## src/rtl/core/ecbd_pkg.sv

```systemverilog
// ----------------------------------------------------------------------------
// ecbd_pkg: shared definitions for the Elias code bit decoder
// Widths, register indexes, code modes, status codes and the word types that
// pass between the front end, the bit engine and the top level.
// ----------------------------------------------------------------------------
package ecbd_pkg;

	// value width and saturation limit
	localparam int VALUE_BITS = 32;
	localparam int VW = (VALUE_BITS < 32) ? VALUE_BITS : 32;
	localparam logic [31:0] VMAX = 32'((64'd1 << VW) - 64'd1);

	// byte geometry
	localparam int BYTE_BITS = 8;
	localparam int RAW_BITS  = 8;

	// queue between front end and bit engine
	localparam int QDEPTH = 2;
	localparam int QPTR_W = (QDEPTH > 1) ? $clog2(QDEPTH) : 1;
	localparam int QCNT_W = $clog2(QDEPTH + 1);

	// configuration port
	localparam int CFG_IDX_W  = 2;
	localparam int CFG_DATA_W = 8;
	localparam logic [CFG_IDX_W-1:0] REG_CODE_MODE  = 2'd0;
	localparam logic [CFG_IDX_W-1:0] REG_PREFIX_MAX = 2'd1;
	localparam logic [2:0] CODE_MODE_RST  = 3'd0;
	localparam logic [7:0] PREFIX_MAX_RST = 8'd255;

	// code modes
	localparam logic [2:0] MODE_UNARY = 3'd0;
	localparam logic [2:0] MODE_TRUNC = 3'd1;
	localparam logic [2:0] MODE_GAMMA = 3'd2;
	localparam logic [2:0] MODE_DELTA = 3'd3;
	localparam logic [2:0] MODE_RAW   = 3'd4;

	// result status codes
	localparam logic [1:0] ST_DECODED   = 2'd0;
	localparam logic [1:0] ST_OVERFLOW  = 2'd1;
	localparam logic [1:0] ST_CLEAN_END = 2'd2;
	localparam logic [1:0] ST_CUT_SHORT = 2'd3;

	// decoding phase of a gamma or delta code
	typedef enum logic [2:0] {
		PH_PREFIX = 3'b001,
		PH_SUFFIX = 3'b010,
		PH_TAIL   = 3'b100
	} phase_t;

	// classified input byte
	typedef struct packed {
		logic [7:0] byte_in;
		logic [3:0] nbits;
		logic       last_byte;
	} entry_t;

	// configuration seen by the bit engine
	typedef struct packed {
		logic [2:0] code_mode;
		logic [7:0] prefix_max;
		logic       clear;
	} ctrl_t;

	// one result word
	typedef struct packed {
		logic [31:0] value;
		logic [1:0]  status;
		logic [3:0]  bit_count;
		logic        run_last;
	} result_t;

endpackage

```

## src/rtl/core/ecbd_ifs.sv

```systemverilog
// ----------------------------------------------------------------------------
// ecbd_ifs: channel interfaces of the Elias code bit decoder
// Byte input channel, result output channel and configuration write channel,
// each a valid/ready handshake with a source and a sink modport.
// ----------------------------------------------------------------------------
interface ecbd_in_if import ecbd_pkg::*; ();
	logic       valid;
	logic       ready;
	logic [7:0] byte_in;
	logic       last_byte;

	modport source (output valid, output byte_in, output last_byte, input ready);
	modport sink   (input valid, input byte_in, input last_byte, output ready);
endinterface

interface ecbd_out_if import ecbd_pkg::*; ();
	logic        valid;
	logic        ready;
	logic [31:0] value;
	logic [1:0]  status;
	logic [3:0]  bit_count;
	logic        run_last;

	modport source (output valid, output value, output status, output bit_count,
		output run_last, input ready);
	modport sink   (input valid, input value, input status, input bit_count,
		input run_last, output ready);
endinterface

interface ecbd_cfg_if import ecbd_pkg::*; ();
	logic                  valid;
	logic                  ready;
	logic [CFG_IDX_W-1:0]  index;
	logic [CFG_DATA_W-1:0] data;

	modport source (output valid, output index, output data, input ready);
	modport sink   (input valid, input index, input data, output ready);
endinterface

```

## src/rtl/core/ecbd_front.sv

```systemverilog
// ----------------------------------------------------------------------------
// ecbd_front: byte intake and classification
// Finds the number of code bits in each byte (stop marker on the final byte)
// and holds classified bytes in a short queue for the bit engine.
// ----------------------------------------------------------------------------
module ecbd_front import ecbd_pkg::*; (
	input  logic          clk,
	input  logic          arst_n,
	ecbd_in_if.sink       byte_ch,
	output entry_t        q_head,
	output logic          q_valid,
	input  logic          q_pop
);

	entry_t              mem_q [QDEPTH];
	logic [QPTR_W-1:0]   wr_ptr_q;
	logic [QPTR_W-1:0]   rd_ptr_q;
	logic [QCNT_W-1:0]   cnt_q;
	logic [3:0]          nbits;
	logic                q_push;

	// lowest set bit of a final byte is the stop marker
	always_comb begin
		nbits = 4'(BYTE_BITS);
		if (byte_ch.last_byte) begin
			nbits = 4'd0;
			for (int p = BYTE_BITS - 1; p >= 0; p--) begin
				if (byte_ch.byte_in[p]) begin
					nbits = 4'(BYTE_BITS - 1 - p);
				end
			end
		end
	end

	assign byte_ch.ready = (cnt_q != QCNT_W'(QDEPTH));
	assign q_push        = byte_ch.valid && byte_ch.ready;
	assign q_valid       = (cnt_q != '0);
	assign q_head        = mem_q[rd_ptr_q];

	always_ff @(posedge clk) begin
		if (q_push) begin
			mem_q[wr_ptr_q] <= '{byte_in: byte_ch.byte_in, nbits: nbits,
				last_byte: byte_ch.last_byte};
		end
	end

	always_ff @(posedge clk or negedge arst_n) begin
		if (!arst_n) begin
			wr_ptr_q <= '0;
			rd_ptr_q <= '0;
			cnt_q    <= '0;
		end else begin
			if (q_push) begin
				wr_ptr_q <= (wr_ptr_q == QPTR_W'(QDEPTH - 1)) ? '0 : wr_ptr_q + 1'b1;
			end
			if (q_pop) begin
				rd_ptr_q <= (rd_ptr_q == QPTR_W'(QDEPTH - 1)) ? '0 : rd_ptr_q + 1'b1;
			end
			if (q_push && !q_pop) begin
				cnt_q <= cnt_q + 1'b1;
			end else if (q_pop && !q_push) begin
				cnt_q <= cnt_q - 1'b1;
			end
		end
	end

endmodule

```

## src/rtl/core/ecbd_back.sv

```systemverilog
// ----------------------------------------------------------------------------
// ecbd_back: bit engine and result staging
// Decodes one code bit per cycle from the queue head unless stalled, holds the
// newest result until it is known if it closes its byte, then registers it.
// ----------------------------------------------------------------------------
module ecbd_back import ecbd_pkg::*; (
	input  logic          clk,
	input  logic          arst_n,
	input  entry_t        q_head,
	input  logic          q_valid,
	output logic          q_pop,
	input  ctrl_t         ctrl,
	ecbd_out_if.source    out_ch
);

	// engine state
	phase_t       phase_q;
	logic [31:0]  ones_q;
	logic [31:0]  acc_q;
	logic [31:0]  rem_q;
	logic         ovf_q;
	logic         ended_q;
	// byte walk
	logic [3:0]   bidx_q;
	logic         end_done_q;
	// staging
	logic         pend_valid_q;
	result_t      pend_q;
	logic         out_valid_q;
	result_t      out_q;

	// next engine state of one bit
	phase_t       n_phase;
	logic [31:0]  n_ones;
	logic [31:0]  n_acc;
	logic [31:0]  n_rem;
	logic         n_ovf;
	logic         res_v;
	result_t      res;
	logic         clr;

	logic [2:0]   m;
	logic [31:0]  cap;
	logic         b;
	logic [31:0]  ones_inc;
	logic [31:0]  sh_acc;
	logic         sh_ovf;
	logic [31:0]  rem_dec;
	logic [31:0]  raw_base;
	logic [31:0]  raw_acc;

	result_t      end_res;
	logic         end_cut;
	logic [3:0]   end_cnt;

	logic         out_free;
	logic         step_bit;
	logic         step_end;
	logic         step_fin;
	logic         new_res_v;
	result_t      new_res;
	logic         stall;
	logic         push;
	result_t      push_data;
	logic         advance;

	always_comb begin
		m        = (ctrl.code_mode > MODE_RAW) ? MODE_RAW : ctrl.code_mode;
		cap      = (ctrl.prefix_max == 8'd0) ? 32'd1 : {24'd0, ctrl.prefix_max};
		b        = q_head.byte_in[~bidx_q[2:0]];
		ones_inc = (ones_q == '1) ? ones_q : ones_q + 32'd1;
		if (ovf_q || (acc_q > (VMAX >> 1))) begin
			sh_acc = VMAX;
			sh_ovf = 1'b1;
		end else begin
			sh_acc = {acc_q[30:0], b};
			sh_ovf = ovf_q;
		end
		rem_dec  = rem_q - 32'd1;
		raw_base = (ones_q == '0) ? 32'd0 : acc_q;
		raw_acc  = {raw_base[30:0], b};

		n_phase = phase_q;
		n_ones  = ones_q;
		n_acc   = acc_q;
		n_rem   = rem_q;
		n_ovf   = ovf_q;
		res_v   = 1'b0;
		res     = '0;
		clr     = 1'b0;

		unique case (m) inside
			MODE_UNARY: begin
				if (b) begin
					n_ones = ones_inc;
				end else begin
					res_v = 1'b1;
					clr   = 1'b1;
					if (ones_q >= VMAX) begin
						res.value  = VMAX;
						res.status = ST_OVERFLOW;
					end else begin
						res.value  = ones_q + 32'd1;
						res.status = ST_DECODED;
					end
				end
			end
			MODE_TRUNC: begin
				if (b) begin
					if (ones_inc >= cap) begin
						res_v     = 1'b1;
						res.value = cap;
						clr       = 1'b1;
					end else begin
						n_ones = ones_inc;
					end
				end else begin
					res_v     = 1'b1;
					res.value = ones_q;
					clr       = 1'b1;
				end
			end
			MODE_GAMMA, MODE_DELTA: begin
				if (phase_q == PH_PREFIX) begin
					if (b) begin
						n_ones = ones_inc;
					end else if (ones_q == '0) begin
						res_v     = 1'b1;
						res.value = 32'd1;
						clr       = 1'b1;
					end else begin
						n_phase = PH_SUFFIX;
						n_rem   = ones_q;
						n_acc   = 32'd1;
						n_ones  = '0;
					end
				end else if (rem_dec != '0) begin
					n_acc = sh_acc;
					n_ovf = sh_ovf;
					n_rem = rem_dec;
				end else if ((m == MODE_DELTA) && (phase_q == PH_SUFFIX)) begin
					// gamma part done: read its value less one further bits
					n_rem   = sh_acc - 32'd1;
					n_acc   = 32'd1;
					n_ovf   = sh_ovf;
					n_phase = PH_TAIL;
				end else begin
					res_v      = 1'b1;
					res.value  = sh_acc;
					res.status = sh_ovf ? ST_OVERFLOW : ST_DECODED;
					clr        = 1'b1;
				end
			end
			default: begin
				n_acc  = raw_acc;
				n_ones = ones_q + 32'd1;
				if (ones_q >= 32'(RAW_BITS - 1)) begin
					res_v         = 1'b1;
					res.value     = {24'd0, raw_acc[7:0]};
					res.bit_count = 4'(RAW_BITS);
					clr           = 1'b1;
				end
			end
		endcase

		if (clr) begin
			n_phase = PH_PREFIX;
			n_ones  = '0;
			n_acc   = 32'd1;
			n_rem   = '0;
			n_ovf   = 1'b0;
		end
	end

	// end-of-stream status
	always_comb begin
		end_cut = (phase_q != PH_PREFIX) || (ones_q != '0);
		end_cnt = '0;
		end_res = '0;
		if (end_cut) begin
			end_res.status = ST_CUT_SHORT;
			if (m == MODE_RAW) begin
				end_cnt = (ones_q > 32'(RAW_BITS)) ? 4'(RAW_BITS) : ones_q[3:0];
				end_res.value     = acc_q & ((32'd1 << end_cnt) - 32'd1);
				end_res.bit_count = end_cnt;
			end
		end else begin
			end_res.status = ST_CLEAN_END;
		end
	end

	// sequencing of the head byte
	always_comb begin
		out_free  = !out_valid_q || out_ch.ready;
		step_bit  = q_valid && !ended_q && (bidx_q < q_head.nbits);
		step_end  = q_valid && !ended_q && !step_bit && q_head.last_byte && !end_done_q;
		step_fin  = q_valid && !ended_q && !step_bit && !step_end;
		new_res_v = (step_bit && res_v) || step_end;
		new_res   = step_bit ? res : end_res;
		stall     = pend_valid_q && !out_free && (new_res_v || step_fin);
		push      = !stall && pend_valid_q && (new_res_v || step_fin);
		push_data = pend_q;
		push_data.run_last = step_fin;
		q_pop     = q_valid && (ended_q || (step_fin && !stall));
		advance   = (step_bit || step_end) && !stall;
	end

	assign out_ch.valid     = out_valid_q;
	assign out_ch.value     = out_q.value;
	assign out_ch.status    = out_q.status;
	assign out_ch.bit_count = out_q.bit_count;
	assign out_ch.run_last  = out_q.run_last;

	always_ff @(posedge clk) begin
		if (advance && new_res_v) begin
			pend_q <= new_res;
		end
		if (push) begin
			out_q <= push_data;
		end
	end

	always_ff @(posedge clk or negedge arst_n) begin
		if (!arst_n) begin
			phase_q      <= PH_PREFIX;
			ones_q       <= '0;
			acc_q        <= 32'd1;
			rem_q        <= '0;
			ovf_q        <= 1'b0;
			ended_q      <= 1'b0;
			bidx_q       <= '0;
			end_done_q   <= 1'b0;
			pend_valid_q <= 1'b0;
			out_valid_q  <= 1'b0;
		end else begin
			if (ctrl.clear || (advance && step_end)) begin
				phase_q <= PH_PREFIX;
				ones_q  <= '0;
				acc_q   <= 32'd1;
				rem_q   <= '0;
				ovf_q   <= 1'b0;
			end else if (advance) begin
				phase_q <= n_phase;
				ones_q  <= n_ones;
				acc_q   <= n_acc;
				rem_q   <= n_rem;
				ovf_q   <= n_ovf;
			end
			if (advance && step_bit) begin
				bidx_q <= bidx_q + 4'd1;
			end
			if (advance && step_end) begin
				end_done_q <= 1'b1;
			end
			if (step_fin && !stall) begin
				bidx_q     <= '0;
				end_done_q <= 1'b0;
				ended_q    <= q_head.last_byte;
			end
			if (advance && new_res_v) begin
				pend_valid_q <= 1'b1;
			end else if (push) begin
				pend_valid_q <= 1'b0;
			end
			if (push) begin
				out_valid_q <= 1'b1;
			end else if (out_ch.ready) begin
				out_valid_q <= 1'b0;
			end
		end
	end

	// a finished stream leaves nothing staged
	a_ended_empty: assert property (@(posedge clk) disable iff (!arst_n)
		ended_q |-> !pend_valid_q)
		else $error("result still staged after end of stream");

	// the walk never passes the code bits of the head byte
	a_bidx_range: assert property (@(posedge clk) disable iff (!arst_n)
		(q_valid && !ended_q) |-> (bidx_q <= q_head.nbits))
		else $error("bit index beyond code bits of byte");

	// the closing word of a byte goes out only as its byte is released
	a_run_last_pop: assert property (@(posedge clk) disable iff (!arst_n)
		(push && push_data.run_last) |-> q_pop)
		else $error("closing word sent without releasing its byte");

	// a word is never overwritten before it is taken
	a_no_overwrite: assert property (@(posedge clk) disable iff (!arst_n)
		(push && out_valid_q) |-> out_ch.ready)
		else $error("output word overwritten while stalled");

endmodule

```

## src/rtl/core/elias_code_bit_decoder_unit.sv

```systemverilog
// Throughput: the one-bit-per-cycle engine walks the code bits of each byte unless
// stalled, then releases the byte; the final byte also gets a step for its end status.
// Bytes after the end of the stream are dropped at one per cycle.
// Reset: code_mode 0, prefix_max 255, queue and staging empty, decoder in its
// prefix phase with no stream ended.
// ----------------------------------------------------------------------------
// elias_code_bit_decoder_unit: universal code bit decoder, top level
// Front end classifies stream bytes into a short queue; the bit engine decodes
// unary, truncated unary, gamma, delta or raw codes one bit per cycle unless stalled.
// ----------------------------------------------------------------------------
module elias_code_bit_decoder_unit import ecbd_pkg::*; (
	input  logic          clk,
	input  logic          arst_n,
	ecbd_in_if.sink       byte_ch,
	ecbd_out_if.source    result_ch,
	ecbd_cfg_if.sink      cfg
);

	// configuration registers
	logic [2:0]  code_mode_q;
	logic [7:0]  prefix_max_q;

	// queue between front end and bit engine
	entry_t      q_head;
	logic        q_valid;
	logic        q_pop;
	ctrl_t       ctrl;

	// configuration is always taken at once
	assign cfg.ready = 1'b1;

	always_ff @(posedge clk or negedge arst_n) begin
		if (!arst_n) begin
			code_mode_q  <= CODE_MODE_RST;
			prefix_max_q <= PREFIX_MAX_RST;
		end else if (cfg.valid) begin
			unique case (cfg.index)
				REG_CODE_MODE:  code_mode_q  <= cfg.data[2:0];
				REG_PREFIX_MAX: prefix_max_q <= cfg.data[7:0];
				default: ;
			endcase
		end
	end

	// a mode write drops any code in progress
	assign ctrl.code_mode  = code_mode_q;
	assign ctrl.prefix_max = prefix_max_q;
	assign ctrl.clear      = cfg.valid && (cfg.index == REG_CODE_MODE);

	// intake: classify each byte and queue it
	ecbd_front u_front (
		.clk     (clk),
		.arst_n  (arst_n),
		.byte_ch (byte_ch),
		.q_head  (q_head),
		.q_valid (q_valid),
		.q_pop   (q_pop)
	);

	// bit engine: decode, stage and register result words
	ecbd_back u_back (
		.clk     (clk),
		.arst_n  (arst_n),
		.q_head  (q_head),
		.q_valid (q_valid),
		.q_pop   (q_pop),
		.ctrl    (ctrl),
		.out_ch  (result_ch)
	);

endmodule

```

## src/flat_wrapper.sv

```systemverilog
// flat-port wrapper written by rule: the top's interface ports become plain ports
module elias_code_bit_decoder_unit_flat import ecbd_pkg::*;
  (clk, arst_n, byte_ch_valid, byte_ch_byte_in, byte_ch_last_byte, byte_ch_ready, result_ch_valid, result_ch_value, result_ch_status, result_ch_bit_count, result_ch_run_last, result_ch_ready, cfg_valid, cfg_index, cfg_data, cfg_ready);
  ecbd_in_if byte_ch_i ();
  ecbd_out_if result_ch_i ();
  ecbd_cfg_if cfg_i ();
  input  logic clk;
  input  logic arst_n;
  input wire logic [$bits(byte_ch_i.valid)-1:0] byte_ch_valid;
  input wire logic [$bits(byte_ch_i.byte_in)-1:0] byte_ch_byte_in;
  input wire logic [$bits(byte_ch_i.last_byte)-1:0] byte_ch_last_byte;
  output wire logic [$bits(byte_ch_i.ready)-1:0] byte_ch_ready;
  output wire logic [$bits(result_ch_i.valid)-1:0] result_ch_valid;
  output wire logic [$bits(result_ch_i.value)-1:0] result_ch_value;
  output wire logic [$bits(result_ch_i.status)-1:0] result_ch_status;
  output wire logic [$bits(result_ch_i.bit_count)-1:0] result_ch_bit_count;
  output wire logic [$bits(result_ch_i.run_last)-1:0] result_ch_run_last;
  input wire logic [$bits(result_ch_i.ready)-1:0] result_ch_ready;
  input wire logic [$bits(cfg_i.valid)-1:0] cfg_valid;
  input wire logic [$bits(cfg_i.index)-1:0] cfg_index;
  input wire logic [$bits(cfg_i.data)-1:0] cfg_data;
  output wire logic [$bits(cfg_i.ready)-1:0] cfg_ready;
  assign byte_ch_i.valid = byte_ch_valid;
  assign byte_ch_i.byte_in = byte_ch_byte_in;
  assign byte_ch_i.last_byte = byte_ch_last_byte;
  assign byte_ch_ready = byte_ch_i.ready;
  assign result_ch_valid = result_ch_i.valid;
  assign result_ch_value = result_ch_i.value;
  assign result_ch_status = result_ch_i.status;
  assign result_ch_bit_count = result_ch_i.bit_count;
  assign result_ch_run_last = result_ch_i.run_last;
  assign result_ch_i.ready = result_ch_ready;
  assign cfg_i.valid = cfg_valid;
  assign cfg_i.index = cfg_index;
  assign cfg_i.data = cfg_data;
  assign cfg_ready = cfg_i.ready;
  elias_code_bit_decoder_unit u_core (.clk(clk), .arst_n(arst_n), .byte_ch(byte_ch_i), .result_ch(result_ch_i), .cfg(cfg_i));
endmodule
```

## config.mk

```make
export PLATFORM = sky130hd
export DESIGN_NAME = elias_code_bit_decoder_unit_flat
export DESIGN_NICKNAME = d
export VERILOG_FILES = /design/src/rtl/core/ecbd_pkg.sv /design/src/rtl/core/ecbd_ifs.sv /design/src/rtl/core/ecbd_front.sv /design/src/rtl/core/ecbd_back.sv /design/src/rtl/core/elias_code_bit_decoder_unit.sv /design/src/flat_wrapper.sv
export SDC_FILE = /design/constraint.sdc
export NUM_CORES = 1
export LEC_CHECK = 0
export ABC_AREA = 0
export ABC_CLOCK_PERIOD_IN_PS = 7900
export BUFFER_PORTS_ARGS = -buffer_cell sky130_fd_sc_hd__buf_2
export CAP_MARGIN = 20
export CORE_MARGIN = 4
export CORE_UTILIZATION = 62
export CTS_BUF_LIST = sky130_fd_sc_hd__clkbuf_8
export DETAILED_ROUTE_END_ITERATION = 8
export PLACE_DENSITY = 0.8
export SLEW_MARGIN = 5
export SYNTH_ARGS = -nofsm -noshare
export SYNTH_HDL_FRONTEND = slang
export SYNTH_SLANG_ARGS = --single-unit
```

## constraint.sdc

```tcl
create_clock -name clk -period 7.9 [get_ports clk]
set_input_delay 1.185 -clock clk [delete_from_list [all_inputs] [get_ports clk]]
set_output_delay 1.185 -clock clk [all_outputs]
set_load 0.02 [all_outputs]
```

==> out/metrics.cfg <==
[cts]
ctsLongestPathBuffers=3
clk_transition_reported_paths_ns=0.07
cts_sinks=226
cts_max_level=2
post_cts_buffers=0
cts-root-buf=clkbuf_8
cts_tree=yes
postCtsHoldBufs=0
post_cts_resized=0
cts_buffers=39
clkLatencyLatePin_ns=0.58

[route]
final_antenna_net_count=0
routed_wl_mm=49.5
vias=13300
first_pass_iters=6
drtIter0Drc=1928
drcViolationCount=0
avgViaCountPerCell=6.88
wire_per_inst_um=25.6

[critical_path]
crit_path_start_kind=flop
crit-reg2reg-launch=u_core.u_back.ones_q[0]
cp_max_fo=40
r2r-end=u_core.u_back.rem_q[30]
r2r_cells=18
critPathArrivalTime_ns=7.59
end_kind=flop
worstSetupPathType=reg -> reg
rrSetupSlack_ns=0.77
cp.required_ns=8.36

[final_layout]
multi_input_area_mm2=0.00765
diodes=0
fillCellCount=1781
nNetsFinal=1636
post-route-util=0.692
stdcell_area_mm2=0.0158
seqCellArea_mm2=0.00618
drive_above_1_share=0.153
area_delta_synth_final_pct=8.81

[synth]
synth_warnings=0
synthCells=1574
syn_area_per_cell_um2=9.20
synth_ff_type=dfrtp_1
synthTopCellsByArea=edfxtp_1 (21%), dfrtp_1 (20%), a21oi_1 (5.1%)
netlist.area_leader.share=0.214
syn_area_mm2=0.0145
synth-seq-cells=226
synth_edf_count=103
yosysUniqueCellTypes=97
synth_top_cell_by_area=edfxtp_1
synth_seq_area_share=0.427
async_flop_share=0.544

[worst_hold_path]
min_to=u_core.u_back.out_ch.value[27]
hp-class=reg -> reg
min_path_cells=0
min_from=u_core.u_back.pend_q[34]

[sta]
fmax_mhz=140
slew_headroom=0.279
final.min_clock_period_ns=7.13
setup_tns_ns=0
rsz0062_at_grt=false
clock_skew_ns=0.0475
worst_pin_slew_ns=1.08
setup_viol=0
slew_viol_final=0
fin_crit_sh=0.903
finalHoldViolations=0

[power_and_ir_drop]
p_int_mw=3.07
power_density_mw_per_mm2=363
power_mw=5.73
combPwrFrac=0.497
clkPwrFrac=0.188
ir_drop_mv=0.337
power.leakage_nw=6.34
p_seq_frac=0.315
switchingPower_mw=2.65
switching_share=0.464

[status]
run_status=complete, no violations

[die]
die_area_mm2=0.0259
start_util=0.636
rows=55
core_mm2=0.0228
die_h_um=161
io_pins=66
dieWidth_um=161

[global_route]
grt_overflow=0
grt_pass1_vias=12400
grt_pass1_wl_mm=75.5
antenna_found_initial=0
grt_util_all_layers=0.376
grt_max_degree=76

[placed_design]
place_congestion=1.02
numPortBuffers=64
dpl.hpwl_mm=35.5
placed_area_mm2=0.0150

[job]
maxCapViolCount=0

power by group through the flow:
stage / combinational (mW) / clock (mW) / sequential, mW
6_report: 2.85 / 1.08 / 1.80
5_1_grt: 3.03 / 1.15 / 1.83
4_1_cts: 2.74 / 1.09 / 1.79
3_5_place_dp: 2.73 / 0 / 1.81
3_3_place_gp: 2.69 / 0 / 1.80
2_1_floorplan: 2.05 / 0 / 1.76
cells by family (layout without fill, tap and decap cells):
| group | Yosys count | in the layout | synth area share |
|---|---|---|---|
| mux | 89 | 89 | 0.0739 |
| other cells | 2 | 3 | 0.000519 |
| compound gates | 449 | 449 | 0.194 |
| fa+ha+maj | 21 | 21 | 0.0181 |
| xor+xnor | 62 | 62 | 0.0375 |
| flops | 226 | 226 | 0.427 |
| simple gates | 563 | 563 | 0.202 |
| buf+inv | 162 | 209 | 0.0477 |
flip-flops by register name, summed over array words and instances (netlist names):
name and flops:
u_core.u_back.pend_valid_q 1, u_core.u_front.mem_q 26, u_core.u_back.out_ch.run_last 1, u_core.u_front.cnt_q 2
u_core.code_mode_q 3, u_core.u_back.acc_q 32, u_core.u_back.out_ch.status 2, u_core.u_back.rem_q 32
u_core.u_back.out_ch.bit_count 4, u_core.u_back.pend_q 38, u_core.u_back.bidx_q 4, u_core.u_back.ovf_q 1
u_core.u_back.end_done_q 1, u_core.u_back.ended_q 1, u_core.u_front.wr_ptr_q 1, u_core.u_front.rd_ptr_q 1
u_core.u_back.phase_q 3, u_core.u_back.ones_q 32, u_core.u_back.out_ch.value 32, u_core.u_back.out_ch.valid 1
u_core.prefix_max_q 8
placed cells by master, fill, tap and decap left out, types with 9 or more instances in the layout:
| master | n |
|---|---|
| a22oi_1 | 13 |
| inv_1 | 41 |
| dfstp_2 | 10 |
| o21a_1 | 10 |
| a21oi_1 | 146 |
| clkbuf_8 | 41 |
| buf_4 | 38 |
| xnor2_1 | 36 |
| o211ai_1 | 9 |
| nand3_1 | 48 |
| nor2_1 | 119 |
| nor3_1 | 48 |
| nor3b_1 | 10 |
| mux2i_1 | 22 |
| and3_1 | 11 |
| o21ai_0 | 133 |
| edfxtp_1 | 103 |
| and2_1 | 19 |
| mux2_1 | 30 |
| ha_1 | 20 |
| dfrtp_1 | 113 |
| nor4_1 | 26 |
| nand2_1 | 159 |
| or3_1 | 31 |
| nand4_1 | 21 |
| xor2_1 | 26 |
| a31oi_1 | 18 |
| mux2_2 | 18 |
| mux2_4 | 14 |
| nand2b_1 | 12 |
| a32oi_1 | 12 |
| clkinv_1 | 11 |
| buf_2 | 63 |
cells in the mapped netlist, types with 9 or more instances:
| cell | n |
|---|---|
| nand2b_1 | 12 |
| nand4_1 | 21 |
| and3_1 | 11 |
| nor2_1 | 120 |
| mux2_1 | 30 |
| a31oi_1 | 18 |
| a22oi_1 | 13 |
| ha_1 | 20 |
| a32oi_1 | 12 |
| dfrtp_1 | 113 |
| o211ai_1 | 9 |
| edfxtp_1 | 103 |
| nor4_1 | 28 |
| nor3b_1 | 10 |
| xnor2_1 | 36 |
| nand3_1 | 48 |
| buf_2 | 27 |
| a21oi_1 | 147 |
| dfstp_2 | 10 |
| xor2_1 | 26 |
| mux2i_1 | 23 |
| mux2_4 | 14 |
| or3_1 | 31 |
| mux2_2 | 18 |
| nand2_1 | 159 |
| inv_1 | 35 |
| and2_1 | 19 |
| clkbuf_1 | 87 |
| o21ai_0 | 134 |
| nor3_1 | 48 |
| o21a_1 | 10 |
metal layers:
layer,vias to the layer above,track usage,wire [um]
li1,5850,-,-
met1,6300,0.519,19200
met2,988,0.563,21300
met3,171,0.102,6460
met4,0,0.156,2560
met5,-,0,0
worst max-delay path, cell delays in order, from the launching register on:
cell and delay [ns]:
dfrtp_1 0.66, ha_1 0.35, nand4_1 0.25, or3_1 0.58, or4_4 0.73, o21ai_0 0.18, ha_1 0.28, and4_1 0.23
nand4_1 0.14, o2bb2ai_1 0.10, or4_1 0.52, nor4_1 0.35, o2111ai_2 0.23, o31ai_4 0.58, nand3_4 0.52, a2bb2oi_2 0.44
and2_1 0.24, buf_4 0.28, mux2_4 0.36
final cells by class:
type,count,area share
sequential,226,0.392
timing repair buffer,102,0.0394
clock buffer,41,0.0358
inverter,36,0.00857
clock inverter,30,0.0135
multi-input combinational,1187,0.486
tap,313,0.0248
how the worst max path moves through the flow:
| stage | start | to | slack (ns) |
|---|---|---|---|
| floorplan | u_core.u_back.ones_q[0] | u_core.u_back.pend_q[10] | 1.79 |
| global placement | u_core.u_back.ones_q[0] | u_core.u_back.rem_q[30] | 1.15 |
| detailed placement | u_core.u_back.ones_q[0] | u_core.u_back.rem_q[16] | 1.0 |
| CTS | u_core.u_back.ones_q[0] | u_core.u_back.rem_q[30] | 0.94 |
| global route | u_core.u_back.ones_q[0] | u_core.u_back.rem_q[9] | 0.42 |
| finish | u_core.u_back.ones_q[0] | u_core.u_back.rem_q[30] | 0.77 |
per-stage QoR:
stage | worst slack [ns] | hold slack [ns] | instances
after floorplan | 1.79 | 0.400 | 1575
after CTS | 0.942 | 0.417 | 1933
after detailed placement | 0.997 | 0.405 | 1862
after global routing | 0.425 | 0.423 | 1935
final | 0.767 | 0.414 | 1935
after global placement | 1.15 | 0.401 | 1862
Power figures use the tool's default switching activity.
